[src/mfq_pkg.sv]
package mfq_pkg;

   // Sizing of the queue store.
   localparam int QUEUE_DEPTH  = 16;
   localparam int QUEUE_LEVELS = 3;
   localparam int IDX_W        = $clog2(QUEUE_DEPTH);
   localparam int CNT_W        = $clog2(QUEUE_DEPTH + 1);
   localparam int LVL_W        = $clog2(QUEUE_LEVELS);
   localparam int STORE_DEPTH  = QUEUE_LEVELS * QUEUE_DEPTH;
   localparam int ADDR_W       = $clog2(STORE_DEPTH);

   // Field widths.
   localparam int ID_W       = 8;
   localparam int LEN_W      = 16;
   localparam int LEVEL_W    = 2;
   localparam int CSR_IDX_W  = 3;
   localparam int CSR_DATA_W = 16;

   // Configuration register indexes.
   localparam logic [CSR_IDX_W-1:0] CSR_QUANTUM_L0 = 3'd0;
   localparam logic [CSR_IDX_W-1:0] CSR_POLICY_L0  = 3'd3;

   // Action codes.
   localparam logic ACTION_ADMIT = 1'b0;
   localparam logic ACTION_RUN   = 1'b1;

   // Policy codes.
   localparam logic POLICY_FCFS = 1'b0;
   localparam logic POLICY_RR   = 1'b1;

   // Reset values of the per-level configuration.
   localparam logic [LEN_W-1:0] QUANTUM_RESET [3] = '{16'd4, 16'd8, 16'd8};
   localparam logic             POLICY_RESET  [3] = '{POLICY_RR, POLICY_RR, POLICY_FCFS};

   typedef struct packed {
      logic [ID_W-1:0]  id;
      logic [LEN_W-1:0] left;
   } entry_type;

   typedef struct packed {
      logic               ran;
      logic [ID_W-1:0]    run_process_id;
      logic [LEN_W-1:0]   slice_length;
      logic [LEN_W-1:0]   remaining_after;
      logic               finished;
      logic [LEVEL_W-1:0] level_ran;
      logic [LEVEL_W-1:0] next_level;
      logic               idle;
      logic               admitted;
      logic               rejected_full;
   } result_type;

   // Flat store address of an index within a level.
   function automatic logic [ADDR_W-1:0] store_addr(input logic [LVL_W-1:0] lvl,
                                                    input logic [IDX_W-1:0] idx);
      store_addr = ADDR_W'(lvl) * ADDR_W'(QUEUE_DEPTH) + ADDR_W'(idx);
   endfunction

   // Ring index increment.
   function automatic logic [IDX_W-1:0] idx_next(input logic [IDX_W-1:0] idx);
      if (idx == IDX_W'(QUEUE_DEPTH - 1)) begin
         idx_next = '0;
      end else begin
         idx_next = idx + 1'b1;
      end
   endfunction

endpackage

[src/multilevel_feedback_queue_scheduler_unit.sv]
// Three-level feedback-queue scheduler.
// Input channel (req_*): an item is an admit (action 0) that puts a process id and
// burst length at the tail of level 0, or a run (action 1) that takes the head of the
// highest non-empty level and runs it for one slice. Each item gives one result item
// on the rsp_* channel; both channels move an item when valid is high and stall low.
// The csr_* port writes the per-level quantum (indexes 0..2) and policy (3..5); the user
// must write it only while no item is in flight; the block itself does not enforce this.
// One item is in flight at a time. An admit goes from acceptance straight to loading
// the output register; a run reads the head entry, then writes the demoted entry back,
// then loads the output register (an idle run loads it straight after acceptance).
// Results sit in an output register, so the next item is accepted while a result
// waits to be taken. If the receiver stalls while a second result is ready, the block
// holds it and stalls the input channel until the output register frees.
// Synchronous reset empties every level, clears the live count and restores the
// default quanta (4, 8, 8) and policies (round robin, round robin, first come first
// served). The queue store itself is not cleared; only occupied entries are read.
module multilevel_feedback_queue_scheduler_unit (
   input  logic                            clock,
   input  logic                            reset,
   input  logic                            req_valid,
   output logic                            req_stall,
   input  logic                            req_action,
   input  logic [mfq_pkg::ID_W-1:0]        req_process_id,
   input  logic [mfq_pkg::LEN_W-1:0]       req_burst_length,
   output logic                            rsp_valid,
   input  logic                            rsp_stall,
   output logic                            rsp_ran,
   output logic [mfq_pkg::ID_W-1:0]        rsp_run_process_id,
   output logic [mfq_pkg::LEN_W-1:0]       rsp_slice_length,
   output logic [mfq_pkg::LEN_W-1:0]       rsp_remaining_after,
   output logic                            rsp_finished,
   output logic [mfq_pkg::LEVEL_W-1:0]     rsp_level_ran,
   output logic [mfq_pkg::LEVEL_W-1:0]     rsp_next_level,
   output logic                            rsp_idle,
   output logic                            rsp_admitted,
   output logic                            rsp_rejected_full,
   input  logic                            csr_wr_en,
   input  logic [mfq_pkg::CSR_IDX_W-1:0]   csr_index,
   input  logic [mfq_pkg::CSR_DATA_W-1:0]  csr_wdata
);
   import mfq_pkg::*;

   typedef enum logic [2:0] {
      ST_IDLE = 3'b001,
      ST_EXEC = 3'b010,
      ST_DONE = 3'b100
   } state_type;

   state_type        state_ff, state_in;
   logic [IDX_W-1:0] head_ff  [QUEUE_LEVELS];
   logic [IDX_W-1:0] head_in  [QUEUE_LEVELS];
   logic [IDX_W-1:0] tail_ff  [QUEUE_LEVELS];
   logic [IDX_W-1:0] tail_in  [QUEUE_LEVELS];
   logic [CNT_W-1:0] count_ff [QUEUE_LEVELS];
   logic [CNT_W-1:0] count_in [QUEUE_LEVELS];
   logic [CNT_W-1:0] live_ff, live_in;
   logic [LVL_W-1:0] lvl_ff, lvl_in;
   result_type       res_ff, res_in;
   result_type       rsp_ff, rsp_in;
   logic             rsp_valid_ff, rsp_valid_in;
   logic [LEN_W-1:0] quantum_ff [QUEUE_LEVELS];
   logic             policy_ff  [QUEUE_LEVELS];

   logic              accept;
   logic              found;
   logic [LVL_W-1:0]  sel;
   logic [LVL_W-1:0]  nxt;
   logic              full;
   logic [LEN_W-1:0]  slice;
   logic [LEN_W-1:0]  rest;
   entry_type         rd_data;
   logic              wr_en;
   logic [ADDR_W-1:0] wr_addr;
   entry_type         wr_data;
   logic              rd_en;
   logic [ADDR_W-1:0] rd_addr;

   mfq_store u_store (
      .clock   (clock),
      .wr_en   (wr_en),
      .wr_addr (wr_addr),
      .wr_data (wr_data),
      .rd_en   (rd_en),
      .rd_addr (rd_addr),
      .rd_data (rd_data)
   );

   assign req_stall = (state_ff != ST_IDLE);
   assign accept    = req_valid && (state_ff == ST_IDLE);

   // Highest-priority non-empty level.
   always_comb begin
      found = 1'b0;
      sel   = '0;
      for (int l = 0; l < QUEUE_LEVELS; l++) begin
         if (!found && count_ff[l] != '0) begin
            found = 1'b1;
            sel   = LVL_W'(l);
         end
      end
   end

   assign full = (live_ff >= CNT_W'(QUEUE_DEPTH)) || (count_ff[0] >= CNT_W'(QUEUE_DEPTH));

   // Slice of the entry read from the store and the level it goes to next.
   always_comb begin
      if (policy_ff[lvl_ff] == POLICY_RR && quantum_ff[lvl_ff] < rd_data.left) begin
         slice = quantum_ff[lvl_ff];
      end else begin
         slice = rd_data.left;
      end
      rest = rd_data.left - slice;
      if (lvl_ff == LVL_W'(QUEUE_LEVELS - 1)) begin
         nxt = lvl_ff;
      end else begin
         nxt = lvl_ff + 1'b1;
      end
   end

   // Sequencer: push or pop on acceptance, write back the demoted entry in the next cycle.
   always_comb begin
      state_in     = state_ff;
      head_in      = head_ff;
      tail_in      = tail_ff;
      count_in     = count_ff;
      live_in      = live_ff;
      lvl_in       = lvl_ff;
      res_in       = res_ff;
      rsp_in       = rsp_ff;
      rsp_valid_in = rsp_valid_ff && rsp_stall;
      wr_en        = 1'b0;
      wr_addr      = '0;
      wr_data      = '0;
      rd_en        = 1'b0;
      rd_addr      = '0;

      case (state_ff)
         ST_IDLE: begin
            if (accept) begin
               res_in   = '0;
               state_in = ST_DONE;
               if (req_action == ACTION_ADMIT) begin
                  if (full) begin
                     res_in.rejected_full = 1'b1;
                  end else begin
                     wr_en           = 1'b1;
                     wr_addr         = store_addr('0, tail_ff[0]);
                     wr_data.id      = req_process_id;
                     wr_data.left    = req_burst_length;
                     tail_in[0]      = idx_next(tail_ff[0]);
                     count_in[0]     = count_ff[0] + 1'b1;
                     live_in         = live_ff + 1'b1;
                     res_in.admitted = 1'b1;
                  end
               end else if (found) begin
                  rd_en         = 1'b1;
                  rd_addr       = store_addr(sel, head_ff[sel]);
                  head_in[sel]  = idx_next(head_ff[sel]);
                  count_in[sel] = count_ff[sel] - 1'b1;
                  lvl_in        = sel;
                  state_in      = ST_EXEC;
               end else begin
                  res_in.idle = 1'b1;
               end
            end
         end
         ST_EXEC: begin
            res_in.ran             = 1'b1;
            res_in.run_process_id  = rd_data.id;
            res_in.slice_length    = slice;
            res_in.remaining_after = rest;
            res_in.level_ran       = LEVEL_W'(lvl_ff);
            if (rest != '0) begin
               wr_en             = 1'b1;
               wr_addr           = store_addr(nxt, tail_ff[nxt]);
               wr_data.id        = rd_data.id;
               wr_data.left      = rest;
               tail_in[nxt]      = idx_next(tail_ff[nxt]);
               count_in[nxt]     = count_ff[nxt] + 1'b1;
               res_in.next_level = LEVEL_W'(nxt);
            end else begin
               res_in.finished = 1'b1;
               if (live_ff != '0) begin
                  live_in = live_ff - 1'b1;
               end
            end
            state_in = ST_DONE;
         end
         ST_DONE: begin
            if (!rsp_valid_ff || !rsp_stall) begin
               rsp_in       = res_ff;
               rsp_valid_in = 1'b1;
               state_in     = ST_IDLE;
            end
         end
         default: begin
            state_in = ST_IDLE;
         end
      endcase
   end

   // Control state.
   always_ff @(posedge clock) begin
      if (reset) begin
         state_ff     <= ST_IDLE;
         live_ff      <= '0;
         rsp_valid_ff <= 1'b0;
         for (int l = 0; l < QUEUE_LEVELS; l++) begin
            head_ff[l]    <= '0;
            tail_ff[l]    <= '0;
            count_ff[l]   <= '0;
            quantum_ff[l] <= QUANTUM_RESET[l];
            policy_ff[l]  <= POLICY_RESET[l];
         end
      end else begin
         state_ff     <= state_in;
         live_ff      <= live_in;
         rsp_valid_ff <= rsp_valid_in;
         head_ff      <= head_in;
         tail_ff      <= tail_in;
         count_ff     <= count_in;
         if (csr_wr_en) begin
            for (int l = 0; l < QUEUE_LEVELS; l++) begin
               if (csr_index == CSR_QUANTUM_L0 + CSR_IDX_W'(l)) begin
                  quantum_ff[l] <= csr_wdata[LEN_W-1:0];
               end
               if (csr_index == CSR_POLICY_L0 + CSR_IDX_W'(l)) begin
                  policy_ff[l] <= csr_wdata[0];
               end
            end
         end
      end
   end

   // Payload registers.
   always_ff @(posedge clock) begin
      lvl_ff <= lvl_in;
      res_ff <= res_in;
      rsp_ff <= rsp_in;
   end

   assign rsp_valid           = rsp_valid_ff;
   assign rsp_ran             = rsp_ff.ran;
   assign rsp_run_process_id  = rsp_ff.run_process_id;
   assign rsp_slice_length    = rsp_ff.slice_length;
   assign rsp_remaining_after = rsp_ff.remaining_after;
   assign rsp_finished        = rsp_ff.finished;
   assign rsp_level_ran       = rsp_ff.level_ran;
   assign rsp_next_level      = rsp_ff.next_level;
   assign rsp_idle            = rsp_ff.idle;
   assign rsp_admitted        = rsp_ff.admitted;
   assign rsp_rejected_full   = rsp_ff.rejected_full;

endmodule

[src/mfq_store.sv]
module mfq_store (
   input  logic                    clock,
   input  logic                    wr_en,
   input  logic [mfq_pkg::ADDR_W-1:0] wr_addr,
   input  mfq_pkg::entry_type      wr_data,
   input  logic                    rd_en,
   input  logic [mfq_pkg::ADDR_W-1:0] rd_addr,
   output mfq_pkg::entry_type      rd_data
);
   import mfq_pkg::*;

   entry_type mem [STORE_DEPTH];
   entry_type rd_data_ff;

   // One write port and one registered read port.
   always_ff @(posedge clock) begin
      if (wr_en) begin
         mem[wr_addr] <= wr_data;
      end
      if (rd_en) begin
         rd_data_ff <= mem[rd_addr];
      end
   end

   assign rd_data = rd_data_ff;

endmodule
[config.mk]
export PLATFORM = sky130hd
export DESIGN_NAME = multilevel_feedback_queue_scheduler_unit
export DESIGN_NICKNAME = d
export VERILOG_FILES = /design/src/mfq_pkg.sv /design/src/multilevel_feedback_queue_scheduler_unit.sv /design/src/mfq_store.sv
export SDC_FILE = /design/constraint.sdc
export NUM_CORES = 2
export LEC_CHECK = 0
export BUFFER_PORTS_ARGS = -buffer_cell sky130_fd_sc_hd__clkbuf_2
export CAP_MARGIN = 5
export CORE_MARGIN = 4
export CORE_UTILIZATION = 65
export DETAILED_ROUTE_END_ITERATION = 16
export PLACE_DENSITY = 0.82
export SLEW_MARGIN = 0
export SYNTH_ARGS = -nofsm -noshare
export SYNTH_HDL_FRONTEND = slang
export SYNTH_SLANG_ARGS = --single-unit
export TNS_END_PERCENT = 5
[constraint.sdc]
create_clock -name clock -period 13.8 [get_ports clock]
set_input_delay 2.76 -clock clock [delete_from_list [all_inputs] [get_ports clock]]
set_output_delay 2.76 -clock clock [all_outputs]
set_load 0.05 [all_outputs]
==> summary.txt <==
Final layout
  – Synth-to-Final Area Change: 11.4%
  – Area of all placed cells without fillers: 0.0637 mm²
  – Final Util: 73.2%
  – Post-route insts no fill: 5778
  – Fin nets: 4609
  – Ratio of cells with drive above 1 in the final layout: 12.6%

Critical path
  – CP endpoint: u_store.mem[35][7]$_DFFE_PP_
  – Crit path kind: register to register
  – Crit start category: register
  – Endpoint of the lowest-slack register-to-register path: u_store.mem[35][7]$_DFFE_PP_
  – Sort of element at the end of the critical path: register
  – Crit path max fanout: 34
  – Reg-to-reg slack, setup: 4.69 ns
  – Required time at the worst-slack endpoint: 14.23 ns
  – Critical path arrival: 9.55 ns
  – R2r worst-path depth: 20

Synth
  – Total nets after synthesis: 4532
  – Post-synth top area share: about 70%
  – Count of warnings emitted by yosys: 0
  – Library cells used by synthesis: 97
  – Cell Area, Synth: 0.0572 mm²
  – Top post-synthesis cells by area: edfxtp_1 70%, nand2_1 5.2%, a21oi_1 2.7%
  – EDFF count, synth: roughly 1300
  – Seq/Total Area, Yosys: 71.4%
  – Most used DFF post-synth: edfxtp_1
  – Most instantiated cells after synthesis: 1327 x edfxtp_1, 799 x nand2_1, 311 x a21oi_1, 268 x nand3_1, 259 x nor2_1
  – Most repeated cell in the gate-level netlist after synthesis: edfxtp_1
  – Register bit total from synthesis: 1377
  – Ys async rst share: 0%
  – Syn avg cell area: 12.9 µm²
  – Post-synth top area cell: edfxtp_1
  – Synthesized netlist cell count: between 4000 and 5000

Die
  – Number of placed I/O pins: 100
  – Floorplan die height: 305 µm
  – Starting density of the core: 65.7%
  – Floorplan die width: 305 µm
  – Row count: ~110
  – Area of the die: just over 0.09 mm²
  – Core area: 0.0870 mm²

STA
  – Accumulated negative setup slack: 0 ns
  – Final setup violation count: 0
  – RSZ-0062 raised after global routing: no
  – Final-report max-slew violation count: 0
  – Tmin final: about 9.1 ns
  – Final hold violation count: 0
  – Worst Max-Slew Pin Slew: around 1.4 ns
  – Fin crit share: 66.0%
  – Worst Clk Skew: between 0.03 and 0.04 ns
  – Final hold slack: 0.410 ns
  – Slew Limit Headroom: 8.53%
  – Max Fclk: approximately 110 MHz

Clock network
  – Clock sink count: about 1400
  – Clock latency reported for the late side of the worst-skew pair: 0.76 ns
  – Root buffer cell: clkbuf_16
  – Buffer depth of the longest clock path: 3
  – Setup repair bufs after CTS: 0
  – TritonCTS clock tree: built
  – H-tree lvl count: 4
  – Clock-pin slew on the worst setup and hold paths: about 0.060 ns
  – Number of gates resized after cts: 0
  – TritonCTS Buffers: 135
  – Number of buffers inserted for hold repair after clock tree synthesis: 0

Power and ir drop
  – Power density over cell area: 170 mW/mm²
  – Static leakage: 21.9 nW
  – Peak supply drop: 166 µV

Placement
  – Post-place instance area: between 0.05 and 0.06 mm²
  – Routability Congestion: between 0.9 and 1
  – Number of cells in the design after placement: 5529
  – Count of port buffers added during placement: 99
  – DP Wirelength: 95900 µm

Drt
  – First-iteration detailed-routing DRC count: around 6700
  – Wire length on met1: approximately 56000 µm
  – Met2 wire length: 75000 µm
  – Number of optimization iterations in the first detailed-route pass: 6
  – Routed wirelength normalized by instance count: 28.5 µm
  – Top routing layer in use: met5
  – Total DRC errors in the routed layout: 0
  – Routed length on met3: 21800 µm
  – Via total after detailed routing: 39780
  – Vias/cell: 6.88
  – ANT nets after route: 0
  – Routed wire length: 165000 µm

GRT
  – Vias in the first global route: 37965
  – Total global routing track utilization: approximately a third
  – Antenna violations before repair: 10
  – Global-route wire length before repair: around 240000 µm
  – Total congestion overflow after global routing: 0
  – Pin count of the biggest net entering global routing: 198

Outcome
  – Outcome: finished clean

Flow run
  – Max capacitance violation total: 0

Worst hold path
  – HP Class: register to register
## registers in the layout, summed over array words and instances (netlist names), 2 cells and up, named ones only
signal,count
quantum_ff,48
res_ff,49
tail_ff,12
head_ff,12
u_store.rd_data,24
rsp_next_level,2
policy_ff,3
u_store.mem,1152
live_ff,5
rsp_slice_length,16
count_ff,15
rsp_remaining_after,16
rsp_run_process_id,8
lvl_ff,2
state_ff,3
rsp_level_ran,2
## report_power, final
group | switching (mW) | internal [mW] | total, mW | leakage (nW)
logic | 1.55 | 0.533 | 2.09 | 7.10
clock network | 1.58 | 2.10 | 3.68 | 2.14
registers | 0.100 | 4.96 | 5.06 | 12.7
total | 3.24 | 7.59 | 10.8 | 21.9
## cell families after synthesis
logic type,after synthesis,share of synthesized area [%]
AO/OA/AOI/OAI,859,9.97
XOR/XNOR,22,0.337
adder cells (fa/ha/maj),46,1.03
buffers and inverters,340,2.48
flip-flops,1377,71.4
multiplexers,62,1.09
AND/OR/NAND/NOR,1731,13.7
## per-layer routing
metal	vias to the layer above	track usage, %
li1	16879	-
met1	19165	45.2
met2	3158	53.1
met3	572	9.08
met4	6	21.0
met5	-	0
## placed cells by master, fill, tap and decap left out, types with 12 or more instances in the layout
cell | netlist | layout
nand3b_1 | 13 | 13
inv_1 | 49 | 48
nor2_1 | 259 | 250
nor3_2 | 3 | 33
and3_1 | 39 | 39
nor4_1 | 48 | 38
o221ai_1 | 35 | 35
nand2_1 | 799 | 794
clkbuf_2 | 0 | 100
nand4_1 | 22 | 22
o22ai_1 | 33 | 32
a21oi_1 | 311 | 310
nor4_2 | 2 | 12
o221a_2 | 38 | 38
o31ai_1 | 21 | 21
clkbuf_1 | 151 | 23
buf_4 | 6 | 122
o211ai_1 | 48 | 48
bufinv_16 | 0 | 14
o21ai_0 | 140 | 139
ha_1 | 44 | 44
a211oi_1 | 18 | 18
and2_1 | 27 | 27
a21o_1 | 31 | 21
mux2i_1 | 58 | 58
dfxtp_1 | 50 | 50
nor3_1 | 187 | 156
a2111oi_0 | 31 | 29
a31oi_1 | 19 | 18
edfxtp_1 | 1327 | 1327
clkbuf_16 | 0 | 137
nand3_1 | 268 | 268
o2111a_1 | 13 | 13
clkinv_2 | 0 | 21
xnor2_1 | 14 | 14
clkinv_1 | 0 | 28
## layout make-up
class                   instances  area (µm²)
multi-input cells            2720       15300
flip-flops and latches       1377       40800
well taps                    1155        1450
clock inverters                82         888
fillers                      5189       23300
inverters                      53         201
clock buffers                 160        3510
diodes                          4        10.0
repair buffers                227        1500
## critical path, cell delays in order (launching register included)
cell       delay, ns
dfxtp_1         1.08
mux2i_1         0.35
o21ai_0         0.18
ha_1            0.37
nand4_1         0.14
nor2_1          0.16
a211oi_1        0.12
o311ai_4        0.59
buf_4           0.33
mux2i_1         0.38
ha_1            0.30
nor2b_1         0.16
o2111ai_1       0.39
a211oi_1        0.17
or3_1           0.41
a2111o_1        0.42
and4bb_4        0.35
nand3_2         0.58
and2_1          0.72
nor4_2          1.11
buf_4           0.41
## metrics by stage
| step | power [mW] | worst slack, ns |
|---|---|---|
| floorplan | 6.42 | 5.24 |
| global placement | 7.10 | 5.27 |
| detailed placement | 7.15 | 4.93 |
| CTS | 10.8 | 4.79 |
| global route | 11.1 | 4.42 |
| finish | 10.8 | 4.69 |
## how the worst min path moves through the flow
stage	cells past startpoint	start	slack (ns)	endpoint
4_1_cts	0	res_ff[42]$_DFFE_PP_	0.40	rsp_run_process_id[2]$_DFFE_PP_
6_report	0	res_ff[42]$_DFFE_PP_	0.41	rsp_run_process_id[2]$_DFFE_PP_
3_5_place_dp	0	res_ff[19]$_DFFE_PP_	0.40	rsp_remaining_after[11]$_DFFE_PP_
5_1_grt	0	res_ff[42]$_DFFE_PP_	0.41	rsp_run_process_id[2]$_DFFE_PP_
2_1_floorplan	0	res_ff[1]$_SDFFCE_PP0P_	0.40	rsp_admitted$_DFFE_PP_
3_3_place_gp	0	res_ff[48]$_SDFFCE_PP1P_	0.40	rsp_ran$_DFFE_PP_
No activity file was read; power rests on OpenSTA's default activity.
